<file path="src/design/xeu_pkg.sv">
package xeu_pkg;

   localparam int EntCount  = 14;
   localparam int EntMaxLen = 7;
   localparam int EntDepth  = 6;
   localparam int QDepth    = 2;
   localparam int QPtrW     = $clog2(QDepth);
   localparam int QCntW     = $clog2(QDepth + 1);

   typedef logic [7:0] octet_type;
   typedef logic [2:0] ent_pos_type;
   typedef logic [EntCount-1:0] ent_mask_type;

   localparam octet_type CharAmp   = 8'h26;
   localparam octet_type CharLt    = 8'h3C;
   localparam octet_type CharGt    = 8'h3E;
   localparam octet_type CharQuote = 8'h22;

   typedef enum logic [1:0] {
      STATUS_OK      = 2'd0,
      STATUS_ESC_ERR = 2'd1,
      STATUS_RAW_ERR = 2'd2
   } status_type;

   typedef enum logic [2:0] {
      MODE_TEXT   = 3'b001,
      MODE_ENTITY = 3'b010,
      MODE_DROP   = 3'b100
   } mode_type;

   typedef enum logic [1:0] {
      OP_BYTE    = 2'd0,
      OP_ESC_ERR = 2'd1,
      OP_RAW_ERR = 2'd2
   } op_kind_type;

   typedef struct packed {
      op_kind_type kind;
      octet_type   data;
      logic        eos;
   } op_type;

   typedef struct packed {
      logic             full;
      logic             empty;
      logic [QCntW-1:0] count;
   } q_stat_type;

   localparam octet_type ENT_TEXT [EntCount][EntMaxLen] = '{
      '{"q", "u", "o", "t", ";", 8'h00, 8'h00},
      '{"l", "t", ";", 8'h00, 8'h00, 8'h00, 8'h00},
      '{"g", "t", ";", 8'h00, 8'h00, 8'h00, 8'h00},
      '{"a", "m", "p", ";", 8'h00, 8'h00, 8'h00},
      '{"a", "p", "o", "s", ";", 8'h00, 8'h00},
      '{"#", "x", "a", ";", 8'h00, 8'h00, 8'h00},
      '{"#", "x", "A", ";", 8'h00, 8'h00, 8'h00},
      '{"#", "x", "d", ";", 8'h00, 8'h00, 8'h00},
      '{"#", "x", "D", ";", 8'h00, 8'h00, 8'h00},
      '{"#", "x", "2", "0", "1", "8", ";"},
      '{"#", "x", "2", "0", "1", "9", ";"},
      '{"#", "x", "2", "0", "2", "6", ";"},
      '{"#", "x", "2", "0", "1", "c", ";"},
      '{"#", "x", "2", "0", "1", "d", ";"}
   };

   localparam ent_pos_type ENT_LEN [EntCount] = '{
      3'd5, 3'd3, 3'd3, 3'd4, 3'd5, 3'd4, 3'd4,
      3'd4, 3'd4, 3'd7, 3'd7, 3'd7, 3'd7, 3'd7
   };

   localparam octet_type ENT_VALUE [EntCount] = '{
      8'h22, 8'h3C, 8'h3E, 8'h26, 8'h27, 8'h0A, 8'h0A,
      8'h0D, 8'h0D, 8'h27, 8'h27, 8'h2E, 8'h22, 8'h22
   };

endpackage

</file>
<file path="src/design/xml_entity_unescape_decoder_core.sv">
// channel  ports                                        direction
// req      req_valid/req_ready, req_in_byte,            in
//          req_end_of_string
// rsp      rsp_valid/rsp_ready, rsp_out_byte,           out
//          rsp_has_byte, rsp_status, rsp_end_of_run
// csr      csr_wr_en, csr_wr_data (allow_quote)         in
//
// One byte per cycle while req_ready holds; each result is queued, then registered.
// The front decoder matches entities against all entries in parallel, one byte a cycle.
// A two-entry queue sits between decoder and output register; req_ready drops when full.
// Synchronous active-high reset; no clearing pass, ready right after reset.
module xml_entity_unescape_decoder_core
   import xeu_pkg::*;
(
   input  logic       clock,
   input  logic       reset,
   input  logic       req_valid,
   output logic       req_ready,
   input  logic [7:0] req_in_byte,
   input  logic       req_end_of_string,
   output logic       rsp_valid,
   input  logic       rsp_ready,
   output logic [7:0] rsp_out_byte,
   output logic       rsp_has_byte,
   output logic [1:0] rsp_status,
   output logic       rsp_end_of_run,
   input  logic       csr_wr_en,
   input  logic       csr_wr_data
);

   logic       fire, push, pop;
   op_type     push_op, head_op;
   q_stat_type q_stat;

   assign req_ready = !q_stat.full;
   assign fire      = req_valid && req_ready;

   xeu_front u_front (
      .clock       (clock),
      .reset       (reset),
      .csr_wr_en   (csr_wr_en),
      .csr_wr_data (csr_wr_data),
      .fire        (fire),
      .in_byte     (req_in_byte),
      .in_eos      (req_end_of_string),
      .push        (push),
      .push_op     (push_op)
   );

   xeu_queue u_queue (
      .clock   (clock),
      .reset   (reset),
      .push    (push),
      .push_op (push_op),
      .pop     (pop),
      .head_op (head_op),
      .stat    (q_stat)
   );

   xeu_back u_back (
      .clock          (clock),
      .reset          (reset),
      .head_op        (head_op),
      .head_valid     (!q_stat.empty),
      .pop            (pop),
      .rsp_valid      (rsp_valid),
      .rsp_ready      (rsp_ready),
      .rsp_out_byte   (rsp_out_byte),
      .rsp_has_byte   (rsp_has_byte),
      .rsp_status     (rsp_status),
      .rsp_end_of_run (rsp_end_of_run)
   );

`ifndef SYNTHESIS
   a_err_ends_run: assert property (@(posedge clock) disable iff (reset)
      rsp_valid && rsp_status != STATUS_OK |-> rsp_end_of_run && !rsp_has_byte
         && rsp_out_byte == 8'h00)
      else $error("error result without end of run or with a byte");

   a_queue_bound: assert property (@(posedge clock) disable iff (reset)
      q_stat.count <= QCntW'(QDepth) && (q_stat.empty == (q_stat.count == '0)))
      else $error("queue count out of range");

   a_no_push_when_full: assert property (@(posedge clock) disable iff (reset)
      q_stat.full |-> !push)
      else $error("push into full queue");

   a_pop_loads_output: assert property (@(posedge clock) disable iff (reset)
      pop |=> rsp_valid)
      else $error("popped transaction not presented");
`endif

endmodule

</file>
<file path="src/design/xeu_front.sv">
module xeu_front
   import xeu_pkg::*;
(
   input  logic      clock,
   input  logic      reset,
   input  logic      csr_wr_en,
   input  logic      csr_wr_data,
   input  logic      fire,
   input  octet_type in_byte,
   input  logic      in_eos,
   output logic      push,
   output op_type    push_op
);

   mode_type     mode_ff, mode_in;
   ent_pos_type  pos_ff, pos_in;
   ent_mask_type alive_ff, alive_in;
   logic         allow_quote_ff;

   ent_mask_type match, done, cont;
   octet_type    done_value;
   logic         emit;

   always_comb begin
      done_value = '0;
      for (int i = 0; i < EntCount; i++) begin
         match[i] = alive_ff[i] && (ENT_LEN[i] > pos_ff) && (ENT_TEXT[i][pos_ff] == in_byte);
         done[i]  = match[i] && (ENT_LEN[i] == pos_ff + 3'd1);
         cont[i]  = match[i] && !done[i];
         if (done[i]) begin
            done_value = done_value | ENT_VALUE[i];
         end
      end
   end

   always_comb begin
      mode_in      = mode_ff;
      pos_in       = pos_ff;
      alive_in     = alive_ff;
      emit         = 1'b0;
      push_op.kind = OP_BYTE;
      push_op.data = in_byte;
      push_op.eos  = in_eos;
      case (mode_ff)
         MODE_DROP: begin
            if (in_eos) begin
               mode_in = MODE_TEXT;
            end
         end
         MODE_ENTITY: begin
            if (|done) begin
               emit         = 1'b1;
               push_op.data = done_value;
               mode_in      = MODE_TEXT;
               pos_in       = '0;
            end else if (!(|cont) || pos_ff >= 3'(EntDepth) || in_eos) begin
               emit         = 1'b1;
               push_op.kind = OP_ESC_ERR;
               pos_in       = '0;
               mode_in      = in_eos ? MODE_TEXT : MODE_DROP;
            end else begin
               pos_in   = pos_ff + 3'd1;
               alive_in = cont;
            end
         end
         default: begin
            mode_in = MODE_TEXT;
            if (in_byte == CharAmp) begin
               if (in_eos) begin
                  emit         = 1'b1;
                  push_op.kind = OP_ESC_ERR;
               end else begin
                  mode_in  = MODE_ENTITY;
                  pos_in   = '0;
                  alive_in = '1;
               end
            end else if (in_byte == CharLt || in_byte == CharGt ||
                         (in_byte == CharQuote && !allow_quote_ff)) begin
               emit         = 1'b1;
               push_op.kind = OP_RAW_ERR;
               pos_in       = '0;
               mode_in      = in_eos ? MODE_TEXT : MODE_DROP;
            end else begin
               emit = 1'b1;
            end
         end
      endcase
   end

   assign push = fire && emit;

   always_ff @(posedge clock) begin
      if (reset) begin
         mode_ff        <= MODE_TEXT;
         pos_ff         <= '0;
         alive_ff       <= '0;
         allow_quote_ff <= 1'b0;
      end else begin
         if (fire) begin
            mode_ff  <= mode_in;
            pos_ff   <= pos_in;
            alive_ff <= alive_in;
         end
         if (csr_wr_en) begin
            allow_quote_ff <= csr_wr_data;
         end
      end
   end

endmodule

</file>
<file path="src/design/xeu_queue.sv">
module xeu_queue
   import xeu_pkg::*;
(
   input  logic       clock,
   input  logic       reset,
   input  logic       push,
   input  op_type     push_op,
   input  logic       pop,
   output op_type     head_op,
   output q_stat_type stat
);

   op_type           entries_ff [QDepth];
   logic [QPtrW-1:0] wr_ptr_ff, rd_ptr_ff;
   logic [QCntW-1:0] count_ff, count_in;

   assign head_op    = entries_ff[rd_ptr_ff];
   assign stat.count = count_ff;
   assign stat.full  = (count_ff == QCntW'(QDepth));
   assign stat.empty = (count_ff == '0);

   always_comb begin
      count_in = count_ff;
      if (push && !pop) begin
         count_in = count_ff + 1'b1;
      end else if (pop && !push) begin
         count_in = count_ff - 1'b1;
      end
   end

   always_ff @(posedge clock) begin
      if (push) begin
         entries_ff[wr_ptr_ff] <= push_op;
      end
   end

   always_ff @(posedge clock) begin
      if (reset) begin
         wr_ptr_ff <= '0;
         rd_ptr_ff <= '0;
         count_ff  <= '0;
      end else begin
         count_ff <= count_in;
         if (push) begin
            wr_ptr_ff <= (wr_ptr_ff == QPtrW'(QDepth - 1)) ? '0 : wr_ptr_ff + 1'b1;
         end
         if (pop) begin
            rd_ptr_ff <= (rd_ptr_ff == QPtrW'(QDepth - 1)) ? '0 : rd_ptr_ff + 1'b1;
         end
      end
   end

endmodule

</file>
<file path="src/design/xeu_back.sv">
module xeu_back
   import xeu_pkg::*;
(
   input  logic       clock,
   input  logic       reset,
   input  op_type     head_op,
   input  logic       head_valid,
   output logic       pop,
   output logic       rsp_valid,
   input  logic       rsp_ready,
   output octet_type  rsp_out_byte,
   output logic       rsp_has_byte,
   output logic [1:0] rsp_status,
   output logic       rsp_end_of_run
);

   logic       valid_ff;
   octet_type  byte_ff, byte_in;
   logic       has_ff, has_in;
   status_type status_ff, status_in;
   logic       eor_ff, eor_in;

   assign pop = head_valid && (!valid_ff || rsp_ready);

   always_comb begin
      byte_in   = '0;
      has_in    = 1'b0;
      eor_in    = 1'b1;
      status_in = STATUS_OK;
      case (head_op.kind)
         OP_BYTE: begin
            byte_in = head_op.data;
            has_in  = 1'b1;
            eor_in  = head_op.eos;
         end
         OP_ESC_ERR: status_in = STATUS_ESC_ERR;
         OP_RAW_ERR: status_in = STATUS_RAW_ERR;
         default:    status_in = STATUS_ESC_ERR;
      endcase
   end

   always_ff @(posedge clock) begin
      if (pop) begin
         byte_ff   <= byte_in;
         has_ff    <= has_in;
         status_ff <= status_in;
         eor_ff    <= eor_in;
      end
   end

   always_ff @(posedge clock) begin
      if (reset) begin
         valid_ff <= 1'b0;
      end else if (pop) begin
         valid_ff <= 1'b1;
      end else if (rsp_ready) begin
         valid_ff <= 1'b0;
      end
   end

   assign rsp_valid      = valid_ff;
   assign rsp_out_byte   = byte_ff;
   assign rsp_has_byte   = has_ff;
   assign rsp_status     = status_ff;
   assign rsp_end_of_run = eor_ff;

endmodule
</file>
<file path="config.mk">
export PLATFORM = sky130hd
export DESIGN_NAME = xml_entity_unescape_decoder_core
export DESIGN_NICKNAME = d
export VERILOG_FILES = /design/src/design/xeu_pkg.sv /design/src/design/xml_entity_unescape_decoder_core.sv /design/src/design/xeu_front.sv /design/src/design/xeu_queue.sv /design/src/design/xeu_back.sv
export SDC_FILE = /design/constraint.sdc
export NUM_CORES = 1
export LEC_CHECK = 0
export CAP_MARGIN = 25
export CORE_MARGIN = 4
export CORE_UTILIZATION = 55
export CTS_CLUSTER_SIZE = 8
export DETAILED_ROUTE_END_ITERATION = 10
export DONT_BUFFER_PORTS = 1
export GPL_TIMING_DRIVEN = 0
export PLACE_DENSITY_LB_ADDON = 0.2
export SYNTH_ARGS = -nofsm -noshare
export SYNTH_HDL_FRONTEND = slang
export SYNTH_SLANG_ARGS = --single-unit
</file>
<file path="constraint.sdc">
create_clock -name clock -period 5.4 [get_ports clock]
set_input_delay 1.08 -clock clock [delete_from_list [all_inputs] [get_ports clock]]
set_output_delay 1.08 -clock clock [all_outputs]
set_load 0.03 [all_outputs]
</file>
==> After elaboration in Yosys (flattened, before gate mapping) <==
Memory sizes are Yosys's and may differ from the RTL's. A register that Yosys moved wholly into a read port is not among the register bits.
Cells that the tools add are included.
Widths: inputs -> output; s select.
{ "word_totals": {"reg_bits": 38, "ramBits": 22, "mem_bits_ro": 896, "output_inout_bits": 14, "wordCells": 257, "n_memories": 15} }
{ "memory_table": {"columns": ["memory", "words", "width", "rd", "rd_ports_with_merged_regs", "write_ports", "line_no", "source"], "rows": [
  ["(name not given)", 8, 8, 1, 0, 0, "xeu_front.sv:27", "match[i] = alive_ff[i] && (ENT_LEN[i] > pos_ff) && (ENT_TEXT[i][pos_ff] == in_byte);"],
  ["(name not given)", 8, 8, 1, 0, 0, "xeu_front.sv:27", null],
  ["(name not given)", 8, 8, 1, 0, 0, "xeu_front.sv:27", null],
  ["(name not given)", 8, 8, 1, 0, 0, "xeu_front.sv:27", null],
  ["(name not given)", 8, 8, 1, 0, 0, "xeu_front.sv:27", null],
  ["(name not given)", 8, 8, 1, 0, 0, "xeu_front.sv:27", null],
  ["9 more memories", null, null, null, null, null, null, null]
]} }
{ "classes": {"add_sub_neg": 5, "n_lt_le_gt_ge": 6, "eq_ne": 32, "muxes": 86, "bitwise_logic": 2, "reduce_logical": 99} }
{ "op_table": {"columns": ["operator", "n"], "rows": [
  ["$mux 8", 30],
  ["$eq 8x8->1", 14],
  ["$logic_and 1x1->1", 62],
  ["$mux 6", 10],
  ["$mux 14", 4],
  ["$mux 3", 11],
  ["$eq 8x6->1 const B", 4],
  ["$pmux 14 s2", 1],
  ["$reduce_or 14->1", 2],
  ["$logic_not 1->1", 21],
  ["$mux 4", 4],
  ["$mux 1", 15],
  ["$mux 2", 6],
  ["$pmux 3 s2", 2],
  ["$eq 3x3->1 const A", 3],
  ["$gt 3x3->1 const A", 3],
  ["$pmux 2 s2", 2],
  ["$ne 2x2->1 const B", 3],
  ["$reduce_and 6->1", 1],
  ["$reduce_bool 2->1", 3],
  ["$logic_or 1x1->1", 5],
  ["$eq 2x2->1 const B", 2],
  ["$ge 4x4->1 const B", 1],
  ["$logic_not 2->1", 2],
  ["18 further kinds", 19]
]} }

==> Logic depth before layout (Yosys ltp) <==
Gate-level depths: netlist of run 1.
{ "logic_depth": {"ltp_word": 23, "ltp_mapped": 17} }

==> Cells and area by module <==
From an unflattened synthesis of run 1, not the netlist that was laid out.
{ "hier_totals": {"cells_unflattened": 474, "area_unflattened_um2": 4292.9} }
{ "by_module_without_submodules": {"columns": ["module", "instances", "cells_each", "area_per_inst_um2", "seq_area_each_um2"], "rows": [
  ["xeu_front", 1, 386, 2800.2, 420.4],
  ["xeu_queue", 1, 56, 997.2, 760.7],
  ["xeu_back", 1, 29, 481.7, 380.4],
  ["xml_entity_unescape_decoder_core", 1, 3, 13.8, 0.0]
]} }

==> Worst setup path before layout of run 1 <==
Ideal clock, no wire load.
{ "synth_timing": {"path_kind": "input-to-reg", "from": "input req_in_byte[0]", "to": "memory u_queue.entries_ff[0][0] (netlist bit), enable pin", "setup_ps": 380, "t_arrival_ps": 3476, "required_ps": 5020, "path_slack_ps": 1544, "path_stages": 11, "path_buffers": 2, "cell_sequence": "buf_2 > clkbuf_1 > a21oi_1 > o21ai_0 > a21boi_0 > o211ai_1 > a311oi_1 > o221ai_2 > and2_1 > a31oi_2 > nor2b_1"} }
{ "synth_via": {"elab_chain_len": 15, "elab_cells_between_ends": 83, "classes_between": "eq/ne: 15; mux: 6; reduce/logical: 62"} }
{ "synth_rtl": {"columns": ["item", "line_no", "source"], "rows": [
  ["start, declared", "xml_entity_unescape_decoder_core.sv:19", "input logic [7:0] req_in_byte,"],
  ["$eq 8x8->1", "xeu_front.sv:27", null],
  ["$logic_and 1x1->1", "xeu_front.sv:27", null],
  ["$logic_and 1x1->1", "xeu_front.sv:28", "done[i] = match[i] && (ENT_LEN[i] == pos_ff + 3'd1);"],
  ["$logic_not 1->1", "xeu_front.sv:29", "cont[i] = match[i] && !done[i];"],
  ["$logic_and 1x1->1", "xeu_front.sv:29", null],
  ["$reduce_or 14->1", "xeu_front.sv:56", "end else if (!(|cont) || pos_ff >= 3'(EntDepth) || in_eos) begin"],
  ["$logic_not 1->1", "xeu_front.sv:56", null],
  ["$logic_or 1x1->1 (2 in a row)", "xeu_front.sv:56", null],
  ["$mux 1", "xeu_front.sv:56", null],
  ["$mux 1", "xeu_front.sv:51", "if (|done) begin"],
  ["$pmux 1 s2 *", "xeu_front.sv:44", "case (mode_ff)"],
  ["$logic_and 1x1->1 *", "xeu_front.sv:90", "assign push = fire && emit;"],
  ["named net push", "xml_entity_unescape_decoder_core.sv:31", "logic fire, push, pop;"],
  ["$mux 1 *", "xeu_queue.sv:32", "if (push) begin"],
  ["$mux 1 (not written as such) *", "xeu_queue.sv:33", "entries_ff[wr_ptr_ff] <= push_op;"],
  ["end, declared", "xeu_queue.sv:13", "op_type entries_ff [QDepth];"]
]} }
The timed path passes the listed nets; every way through them passes the cells marked *.

==> Worst setup path after layout of run 1 <==
{ "layout_timing": {"from": "register u_front.pos_ff[0]", "to": "register u_queue.count_ff[1]"} }
{ "layout_via": {"elab_chain_len": 20, "elab_cells_between_ends": 151, "classes_between": "add/sub: 1; order compare: 5; eq/ne: 18; mux: 32; bitwise: 1; reduce/logical: 80; memory: 14"} }
{ "layout_rtl": {"columns": ["item", "line_no", "source"], "rows": [
  ["start, declared", "xeu_front.sv:16", "ent_pos_type pos_ff, pos_in;"],
  ["start signal, assigned", "xeu_front.sv:101", "pos_ff <= pos_in;"],
  ["$not 3->4 (not written as such)", "xeu_front.sv:27", null],
  ["$mem_v2 8x8", null, null],
  ["$mux 8 (not written as such) (2 in a row)", "xeu_front.sv:27", null],
  ["$eq 8x8->1", "xeu_front.sv:27", null],
  ["$logic_and 1x1->1", "xeu_front.sv:27", null],
  ["$logic_and 1x1->1", "xeu_front.sv:28", null],
  ["$logic_not 1->1", "xeu_front.sv:29", null],
  ["$logic_and 1x1->1", "xeu_front.sv:29", null],
  ["[4 not listed]", null, null],
  ["$mux 1", "xeu_front.sv:56", null],
  ["$mux 1 *", "xeu_front.sv:51", null],
  ["$pmux 1 s2 *", "xeu_front.sv:44", null],
  ["$logic_and 1x1->1 *", "xeu_front.sv:90", null],
  ["named net push", "xml_entity_unescape_decoder_core.sv:31", null],
  ["$logic_not 1->1", "xeu_queue.sv:26", "end else if (pop && !push) begin"],
  ["$logic_and 1x1->1", "xeu_queue.sv:26", null],
  ["$reduce_bool 2->1 (no line)", null, null],
  ["end signal, assigned", "xeu_queue.sv:43", "count_ff <= count_in;"],
  ["end, declared", "xeu_queue.sv:15", "logic [QCntW-1:0] count_ff, count_in;"]
]} }
The timed path passes the listed nets; every way through them passes the cells marked *. The select of a mux whose other input is x is not followed.
A chain may end at the register's enable or synchronous reset.

==> impl_metrics.py, run 1 <==
metrics = {
    "timing": {
        "finalHoldViolCount": 0,
        "finClkSkew_ns": 0.0119,
        "tns_ns": 0,
        "rsz0062_at_grt": "no",
        "max_freq_mhz": 221,
        "period_needed_ns": 4.52,
        "tightestPinTransition_ns": 0.933,
        "period_share": 0.837,
        "drv_slew": 0,
        "setup_violations": 0,
        "relSlewSlack": 0.372,
        "worst_hold_slack_ns": 0.480,
    },
    "detailed_routing": {
        "vias_per_cell": 6.47,
        "wl_per_cell_um": 20.0,
        "vias": 3846,
        "detail-route-antenna-nets": 0,
        "routed_wl_mm": 11.9,
        "drc": 0,
        "first_pass_iters": 5,
        "drtIter0Drc": 361,
    },
    "die": {
        "ios": 29,
        "die_area_mm2": 0.00922,
        "die_w_um": 96.0,
        "placementRows": 31,
        "die_y_um": 96.0,
        "start_util": 0.575,
        "fp.coreArea_mm2": 0.00741,
    },
    "cts": {
        "cts_buffers": 9,
        "cts.clk_slew.worst_paths_ns": 0.07,
        "cts_tree": "built",
        "cts_buffer_depth": 2,
        "cts_max_level": 3,
        "clkLatencyLatePin_ns": 0.35,
        "hold_buffers": 0,
        "post-cts-setup-buffers": 0,
        "clock_sinks": 61,
        "cts-resized-gates": 0,
        "ctsRootBufferMaster": "clkbuf_8",
    },
    "synth": {
        "synth_edf_count": 34,
        "yosysSeqAreaShare": 0.366,
        "avgSynthCellArea_um2": 8.92,
        "yosysUniqueCellTypes": 71,
        "netlist_instances": 478,
        "syn_area_mm2": 0.00426,
        "yosysWarnings": 0,
        "synthFlopType": "edfxtp_1",
        "syn_nets": 504,
        "async_flop_share": 0,
        "synth_seq_cells": 61,
    },
    "place": {
        "dpl_cell_area_mm2": 0.00439,
        "io_buffers": 0,
        "place_inst": 577,
        "place_hpwl_mm": 8.73,
        "gp_congestion": 0.966,
    },
    "critical_path": {
        "crit_cells": 16,
        "cp_slowest_cell": "nor4b_1",
        "crit_top_cell": "buf_2",
        "cp.arrival_ns": 4.80,
        "cp_top_family": "simple AND/OR/NAND/NOR gates",
        "crit_chain": "buf_2, buf_2, inv_1, ha_1, buf_2, nor3_1, a21oi_1, xnor2_1, nor4b_1, a311oi_1, o221ai_2, and2_1, a31oi_2, ha_1, or3_1, a21oi_1",
        "critPathMaxStageDelay_ns": 0.73,
        "critPathLaunchType": "register",
        "critPathKind": "register to register",
        "crit_path_end_kind": "register",
        "rr_worst_depth": 16,
        "cp_num_buf_inv": 4,
        "path_max_fanout": 10,
        "critPathRequiredTime_ns": 5.68,
    },
    "grt": {
        "grt_util_met2": 0.403,
        "grt_overflow_total": 0,
        "grt_max_degree": 14,
        "use_met3": 0.0665,
        "grt_pass1_vias": 3556,
        "grt_busiest_layer": "met1",
        "grt_pass1_wl_mm": 19.1,
        "antenna_found_initial": 0,
        "use_met1": 0.403,
        "track_usage": 0.277,
    },
    "pwr": {
        "power.density_mw_per_mm2": 321,
        "p_leak_nw": 1.60,
        "vdd_drop_max_v": 0.000274,
    },
    "status": {
        "status": "finished clean",
    },
    "final_layout": {
        "final_cell_mix": "nor2_1 (51), edfxtp_1 (34), nand2_1 (29)",
        "syn_to_final_growth_pct": 8.69,
        "layout.nets": 516,
        "antenna_cells": 0,
        "layout_commonest_cell": "nor2_1",
        "post_route_cells_drive_above_1_share": 0.125,
        "final_area_mm2": 0.00463,
        "final_cell_count_no_fill": 594,
    },
    "worst_hold_path": {
        "hold_path_depth": 2,
        "hold_path.class": "register to register",
    },
    "job": {
        "max_cap_viol_count": 0,
    },
}
## routing by layer
layer / up-vias / wire, um
met5: - / 0
met4: 0 / 228
met3: 22 / 1070
met2: 179 / 5090
met1: 1861 / 5460
li1: 1784 / -
## kinds of logic (layout without fill, tap and decap cells)
logic type,count (synthesis),in the layout,share of synthesized area
flip-flops,61,61,0.366
buffers and inverters,60,77,0.0678
XOR/XNOR,25,25,0.0514
AND/OR/NAND/NOR,177,177,0.223
multiplexers,21,21,0.0502
adder cells (fa/ha/maj),11,11,0.0323
AO/OA/AOI/OAI,123,123,0.209
## cell usage after synthesis, drive strengths merged (3+ instances only)
cell type,number,area (um2)
mux2i,18,180
a2bb2oi,3,26.3
a211o,3,26.3
and3,3,18.8
dfxtp,27,541
xnor2,18,158
edfxtp,34,1020
o221ai,3,32.5
inv,24,90.1
nor4b,6,58.8
or3,6,37.5
nor2b,7,51.3
a221oi,6,77.6
a32oi,3,26.3
nor3,16,85.1
ha,11,138
a21oi,25,125
o21ai,25,125
nor2,51,191
nand2b,11,68.8
a21boi,5,37.5
nand3,12,60.1
xor2,7,61.3
a211oi,7,52.6
nor3b,3,33.8
nand2,29,109
buf,27,165
nor4,4,25.0
mux2,3,33.8
nand4,6,37.5
o32ai,3,26.3
clkbuf,9,33.8
a31oi,10,68.8
o211ai,6,50.1
and2,11,68.8
## state kept, by name, indices dropped and copies added (netlist names), named ones only
signal,cells
u_queue.entries_ff,22
u_front.alive_ff,14
u_back.rsp_out_byte,8
u_front.mode_ff,3
u_front.pos_ff,3
u_back.rsp_status,2
u_queue.count_ff,2
u_back.rsp_end_of_run,1
u_back.rsp_has_byte,1
u_back.rsp_valid,1
u_front.allow_quote_ff,1
u_queue.rd_ptr_ff,1
u_queue.wr_ptr_ff,1
## worst paths after layout
path | endpoint | startpoint | slack [ns]
min | u_front.alive_ff[2]$_SDFFE_PP0P_ | u_front.alive_ff[2]$_SDFFE_PP0P_ | 0.48
min reg2reg | u_front.alive_ff[2]$_SDFFE_PP0P_ | u_front.alive_ff[2]$_SDFFE_PP0P_ | 0.48
max reg2reg | u_queue.count_ff[1]$_SDFFE_PP0P_ | u_front.pos_ff[0]$_SDFFE_PP0P_ | 0.88
max | u_queue.count_ff[1]$_SDFFE_PP0P_ | u_front.pos_ff[0]$_SDFFE_PP0P_ | 0.88
## where the power goes
group	total (mW)	leakage, nW	internal, mW	switching (mW)
Combinational	0.278	0.946	0.0986	0.179
Clock	0.491	0.116	0.307	0.184
Sequential	0.717	0.542	0.603	0.115
Total	1.49	1.60	1.01	0.478
## final cells by class
cell class / count / area, um2
fillers: 651 / 2780
multi-input cells: 357 / 2410
flip-flops and latches: 61 / 1560
plain buffers: 36 / 199
clock buffers: 10 / 128
well taps: 99 / 124
clock inverters: 6 / 111
inverters: 24 / 90.1
repair buffers: 1 / 7.51
## through the flow
| stage | total power [mW] | setup WS (ns) | util |
|---|---|---|---|
| 2_1_floorplan | 0.932 | 1.54 | - |
| 3_3_place_gp | 0.987 | 0.684 | 0.592 |
| 3_5_place_dp | 1.00 | 0.694 | 0.592 |
| 4_1_cts | 1.49 | 0.681 | 0.624 |
| 5_1_grt | 1.56 | 0.635 | 0.625 |
| 6_report | 1.49 | 0.881 | 0.625 |
## worst register-to-register path, cell delays in order (launching register included)
cell and delay [ns]:
dfxtp_1 0.42, buf_2 0.22, buf_2 0.27, inv_1 0.21, ha_1 0.34, buf_2 0.23, nor3_1 0.15, a21oi_1 0.07
xnor2_1 0.13, nor4b_1 0.73, a311oi_1 0.20, o221ai_2 0.27, and2_1 0.23, a31oi_2 0.14, ha_1 0.37, or3_1 0.35
a21oi_1 0.14
Note: power is estimated with default switching activity, not from simulation.
==> inputs of run 2 (changes only) <==
Clock period 5.4 ns to 4.3 ns, I/O delays scaled along.
==> impl_metrics.py, run 2 (synthesized netlist as in run 1, its figures left out) <==
metrics = {
    "status": {
        "status": "finished clean",
    },
    "cts": {
        "cts_buffer_depth": 2,
        "cts.clk_slew.worst_paths_ns": 0.07,
        "clkLatencyLatePin_ns": 0.34,
        "cts_buffers": 9,
        "hold_buffers": 0,
        "ctsRootBufferMaster": "clkbuf_8",
        "cts_max_level": 3,
        "clock_sinks": 61,
        "cts_tree": "built",
    },
    "pwr": {
        "swShare": 0.324,
        "vdd_drop_max_v": 0.000345,
        "intPower_mw": 1.27,
        "p_clk_frac": 0.330,
        "p_sw_mw": 0.607,
        "combPwrFrac": 0.189,
        "power.density_mw_per_mm2": 392,
        "p_leak_nw": 1.66,
        "total_power_mw": 1.87,
        "seq_power_share": 0.481,
    },
    "detailed_routing": {
        "vias_per_cell": 6.43,
        "drtIter0Drc": 428,
        "met3_length_mm": 1.24,
        "detail-route-antenna-nets": 0,
        "routed_wl_mm": 12.1,
        "wl_met2_mm": 5.26,
        "wl_met1_mm": 5.44,
        "wl_per_cell_um": 20.2,
        "first_pass_iters": 5,
        "vias": 3856,
        "drc": 0,
        "highest_layer": "met4",
    },
    "critical_path": {
        "crit_chain": "buf_2, buf_6, clkinvlp_4, ha_1, clkbuf_4, xnor2_1, a32oi_1, a221oi_2, or4bb_1, o2111ai_1, nor3b_4, a31oi_4, ha_1, or3_1, a21oi_1",
        "crit_top_cell": "ha_1",
        "cp.arrival_ns": 4.40,
        "critPathKind": "register to register",
        "critPathRequiredTime_ns": 4.57,
        "reg2reg_slack_ns": 0.18,
        "cp_slowest_cell": "or4bb_1",
        "rr_worst_depth": 15,
        "critPathLaunchType": "register",
        "endpoint": "u_queue.count_ff[1]$_SDFFE_PP0P_",
        "critPathMaxStageDelay_ns": 0.54,
        "path_max_fanout": 10,
        "crit_path_end_kind": "register",
        "r2r_end": "u_queue.count_ff[1]$_SDFFE_PP0P_",
        "r2r_start": "u_front.pos_ff[0]$_SDFFE_PP0P_",
        "crit_start": "u_front.pos_ff[0]$_SDFFE_PP0P_",
    },
    "timing": {
        "relSlewSlack": 0.487,
        "finClkSkew_ns": 0.00925,
        "drv_slew": 0,
        "tns_ns": 0,
        "worst_hold_slack_ns": 0.479,
        "period_share": 0.959,
        "period_needed_ns": 4.12,
        "finalHoldViolCount": 0,
        "fin_ws_ns": 0.176,
        "rsz0062_at_grt": "no",
        "tightestPinTransition_ns": 0.770,
        "setup_violations": 0,
        "max_freq_mhz": 242,
    },
    "final_layout": {
        "multiInputGateArea_mm2": 0.00250,
        "layout.nets": 522,
        "syn_to_final_growth_pct": 12.2,
        "final_cell_count_no_fill": 600,
        "post_route_cells_drive_above_1_share": 0.160,
        "final_area_mm2": 0.00478,
        "largest_reg_flops": 22,
        "layout_commonest_cell": "nor2_1",
        "antenna_cells": 0,
        "regArea_mm2": 0.00156,
        "nFillCells": 632,
        "fin_util": 0.645,
        "final_cell_mix": "nor2_1 (51), edfxtp_1 (34), nand2_1 (28)",
        "top_register": "u_queue.entries_ff",
    },
    "grt": {
        "grt_pass1_wl_mm": 19.2,
        "grt_overflow_total": 0,
        "grt_pass1_vias": 3568,
        "track_usage": 0.278,
        "antenna_found_initial": 0,
        "grt_max_degree": 14,
    },
    "place": {
        "place_inst": 577,
        "io_buffers": 0,
        "dp_worst_setup_slack_ns": -0.406,
        "dpl_cell_area_mm2": 0.00439,
        "place_hpwl_mm": 8.73,
        "gp_congestion": 0.966,
    },
    "die": {
        "die_w_um": 96.0,
        "die_y_um": 96.0,
        "die_area_mm2": 0.00922,
        "ios": 29,
        "fp.coreArea_mm2": 0.00741,
        "placementRows": 31,
        "start_util": 0.575,
    },
    "worst_hold_path": {
        "hold_path.class": "register to register",
        "hold_path_depth": 2,
    },
    "job": {
        "max_cap_viol_count": 0,
    },
}
[run 2: changes by cell type in the layout (fill, tap and decap cells not counted), moves of 2 or more]
cell | before | now
a21boi_0 | 5 | 3
a21boi_1 | 0 | 2
and2_1 | 10 | 8
buf_2 | 21 | 17
buf_4 | 1 | 9
dfxtp_1 | 27 | 25
dfxtp_2 | 0 | 2
nor4b_4 | 0 | 2
[run 2: how the worst min path moves through the flow]
stage,startpoint,end
2_1_floorplan,u_front.alive_ff[4]$_SDFFE_PP0P_,u_front.alive_ff[4]$_SDFFE_PP0P_
5_1_grt,u_front.alive_ff[4]$_SDFFE_PP0P_,u_front.alive_ff[4]$_SDFFE_PP0P_
4_1_cts,u_front.alive_ff[2]$_SDFFE_PP0P_,u_front.alive_ff[2]$_SDFFE_PP0P_
3_3_place_gp,u_front.alive_ff[2]$_SDFFE_PP0P_,u_front.alive_ff[2]$_SDFFE_PP0P_
3_5_place_dp,u_front.alive_ff[4]$_SDFFE_PP0P_,u_front.alive_ff[4]$_SDFFE_PP0P_
6_report,u_front.alive_ff[12]$_SDFFE_PP0P_,u_front.alive_ff[12]$_SDFFE_PP0P_
[run 2: cell type report]
class	instances	area share
Tap cell	99	0.0259
Multi-Input combinational cell	357	0.522
Clock buffer	10	0.0267
Clock inverter	6	0.0233
Timing Repair Buffer	7	0.0110
Inverter	24	0.0196
Sequential cell	61	0.327
Buffer	36	0.0445
[run 2: what timing repair did]
item	in CTS	in global routing
pin swaps	1	4
setup buffers	1	6
gates resized for setup	5	22
setup endpoints to repair	23	43
cloned	0	0
[run 2: power groups by stage]
| stage | Sequential (mW) | Clock (mW) | Combinational, mW |
|---|---|---|---|
| final | 0.902 | 0.618 | 0.354 |
| after global placement | 0.910 | 0 | 0.329 |
| after floorplan | 0.900 | 0 | 0.270 |
| after global routing | 0.915 | 0.651 | 0.394 |
| after detailed placement | 0.917 | 0 | 0.342 |
| after CTS | 0.905 | 0.624 | 0.349 |
[run 2: metal layers]
metal	vias to the layer above	track usage
met5	-	0
met4	0	0.0889
met3	19	0.0688
met2	196	0.404
met1	1845	0.404
li1	1796	-
[run 2: critical path: cells and delay by family, from the launching register on]
| kind | cells | cell delay (ns) |
|---|---|---|
| AND/OR/NAND/NOR | 3 | 1.01 |
| adder cells (fa/ha/maj) | 2 | 0.61 |
| flip-flops | 1 | 0.38 |
| buffers and inverters | 4 | 0.76 |
| AO/OA/AOI/OAI | 5 | 1.13 |
| XOR/XNOR | 1 | 0.16 |
==> inputs of run 3 (changes only) <==
Settings changed: RECOVER_POWER set to 100.
==> impl_metrics.py, run 3 (synthesized netlist as in run 1, its figures left out) <==
metrics = {
    "pwr": {
        "power.density_mw_per_mm2": 394,
        "vdd_drop_max_v": 0.000344,
        "p_leak_nw": 1.65,
        "total_power_mw": 1.87,
    },
    "place": {
        "place_hpwl_mm": 8.73,
        "place_inst": 577,
        "gp_congestion": 0.966,
        "io_buffers": 0,
        "dpl_cell_area_mm2": 0.00439,
    },
    "detailed_routing": {
        "detail-route-antenna-nets": 0,
        "wl_per_cell_um": 20.2,
        "drc": 0,
        "first_pass_iters": 5,
        "vias_per_cell": 6.53,
        "routed_wl_mm": 12.1,
        "drtIter0Drc": 368,
        "vias": 3919,
    },
    "cts": {
        "cts_buffer_depth": 2,
        "clkLatencyLatePin_ns": 0.34,
        "hold_buffers": 0,
        "ctsRootBufferMaster": "clkbuf_8",
        "cts.clk_slew.worst_paths_ns": 0.07,
        "cts_buffers": 9,
        "clock_sinks": 61,
        "cts_max_level": 3,
        "cts_tree": "built",
    },
    "die": {
        "die_area_mm2": 0.00922,
        "fp.coreArea_mm2": 0.00741,
        "ios": 29,
        "placementRows": 31,
        "die_w_um": 96.0,
        "start_util": 0.575,
        "die_y_um": 96.0,
    },
    "grt": {
        "grt_pass1_vias": 3568,
        "grt_overflow_total": 0,
        "grt_max_degree": 14,
        "antenna_found_initial": 0,
        "track_usage": 0.278,
        "grt_pass1_wl_mm": 19.2,
    },
    "critical_path": {
        "critPathKind": "register to register",
        "crit_path_end_kind": "register",
        "r2r_end": "u_queue.count_ff[1]$_SDFFE_PP0P_",
        "reg2reg_slack_ns": 0.15,
        "critPathLaunchType": "register",
        "critPathRequiredTime_ns": 4.58,
        "r2r_start": "u_front.pos_ff[0]$_SDFFE_PP0P_",
        "cp.arrival_ns": 4.43,
        "rr_worst_depth": 15,
        "path_max_fanout": 10,
    },
    "timing": {
        "tightestPinTransition_ns": 0.758,
        "rsz0062_at_grt": "no",
        "period_needed_ns": 4.15,
        "finClkSkew_ns": 0.00784,
        "drv_slew": 0,
        "max_freq_mhz": 241,
        "period_share": 0.966,
        "relSlewSlack": 0.493,
        "setup_violations": 0,
        "finalHoldViolCount": 0,
        "worst_hold_slack_ns": 0.479,
    },
    "final_layout": {
        "final_area_mm2": 0.00476,
        "layout.nets": 522,
        "layout_commonest_cell": "nor2_1",
        "post_route_cells_drive_above_1_share": 0.148,
        "syn_to_final_growth_pct": 11.6,
        "largest_reg_flops": 22,
        "final_cell_mix": "nor2_1 (51), edfxtp_1 (34), nand2_1 (28)",
        "final_cell_count_no_fill": 600,
        "antenna_cells": 0,
        "top_register": "u_queue.entries_ff",
    },
    "worst_hold_path": {
        "hp-start": "u_front.alive_ff[2]$_SDFFE_PP0P_",
        "hold_path_depth": 2,
        "min_to": "u_front.alive_ff[2]$_SDFFE_PP0P_",
        "hold_path.class": "register to register",
    },
    "status": {
        "status": "finished clean",
    },
    "job": {
        "max_cap_viol_count": 0,
    },
}
-- run 3: report_power, final --
part           internal [mW]  total (mW)  switching, mW
combinational          0.124       0.352          0.228
sequential             0.757       0.902          0.145
clock                  0.385       0.619          0.234
-- run 3: metal layers --
layer | routed length (um) | global-route usage
met5 | 0 | 0
met4 | 224 | 0.0889
met3 | 1230 | 0.0688
met2 | 5250 | 0.404
met1 | 5430 | 0.404
-- run 3: repair_timing --
item	4_1_cts	5_1_grt
setup endpoints to repair	23	43
setup buffers	1	6
pin swaps	1	4
resized for setup	5	22
-- run 3: worst max-delay path by stage --
stage | from | end | slack [ns] | cells after the start
global route | u_front.pos_ff[0]$_SDFFE_PP0P_ | u_queue.count_ff[1]$_SDFFE_PP0P_ | 0.02 | 15
floorplan | u_front.pos_ff[1]$_SDFFE_PP0P_ | u_queue.entries_ff[0][0]$_DFFE_PP_ | 0.47 | 13
global placement | u_front.pos_ff[0]$_SDFFE_PP0P_ | u_queue.entries_ff[0][3]$_DFFE_PP_ | -0.39 | 12
CTS | u_front.pos_ff[0]$_SDFFE_PP0P_ | u_queue.entries_ff[1][5]$_DFFE_PP_ | -0.01 | 13
finish | u_front.pos_ff[0]$_SDFFE_PP0P_ | u_queue.count_ff[1]$_SDFFE_PP0P_ | 0.15 | 15
detailed placement | u_front.pos_ff[0]$_SDFFE_PP0P_ | u_queue.entries_ff[0][6]$_DFFE_PP_ | -0.41 | 12
-- run 3: critical path, cell delays in order, from the launching register on --
cell and delay [ns]:
dfxtp_2 0.38, buf_2 0.20, buf_6 0.18, clkinvlp_4 0.18, ha_1 0.33, clkbuf_4 0.19
xnor2_1 0.16, a32oi_1 0.09, a221oi_2 0.54, or4bb_1 0.54, o2111ai_1 0.14, nor3b_4 0.12
a31oi_4 0.24, ha_1 0.29, or3_1 0.35, a21oi_1 0.14
-- run 3: cell type report --
| type | instances | area (um2) |
|---|---|---|
| Inverter | 24 | 93.8 |
| Timing Repair Buffer | 7 | 48.8 |
| Fill cell | 638 | 2650 |
| Sequential cell | 61 | 1560 |
| Clock buffer | 10 | 128 |
| Clock inverter | 6 | 111 |
| Tap cell | 99 | 124 |
| Buffer | 36 | 211 |
| Multi-Input combinational cell | 357 | 2480 |
-- run 3: per-stage QoR --
step,setup TNS [ns],setup WS (ns),util
floorplan,0,0.473,-
global placement,-4.73,-0.390,0.592
detailed placement,-5.17,-0.406,0.592
CTS,-0.0849,-0.0130,0.630
global route,0,0.0243,0.642
finish,0,0.146,0.642
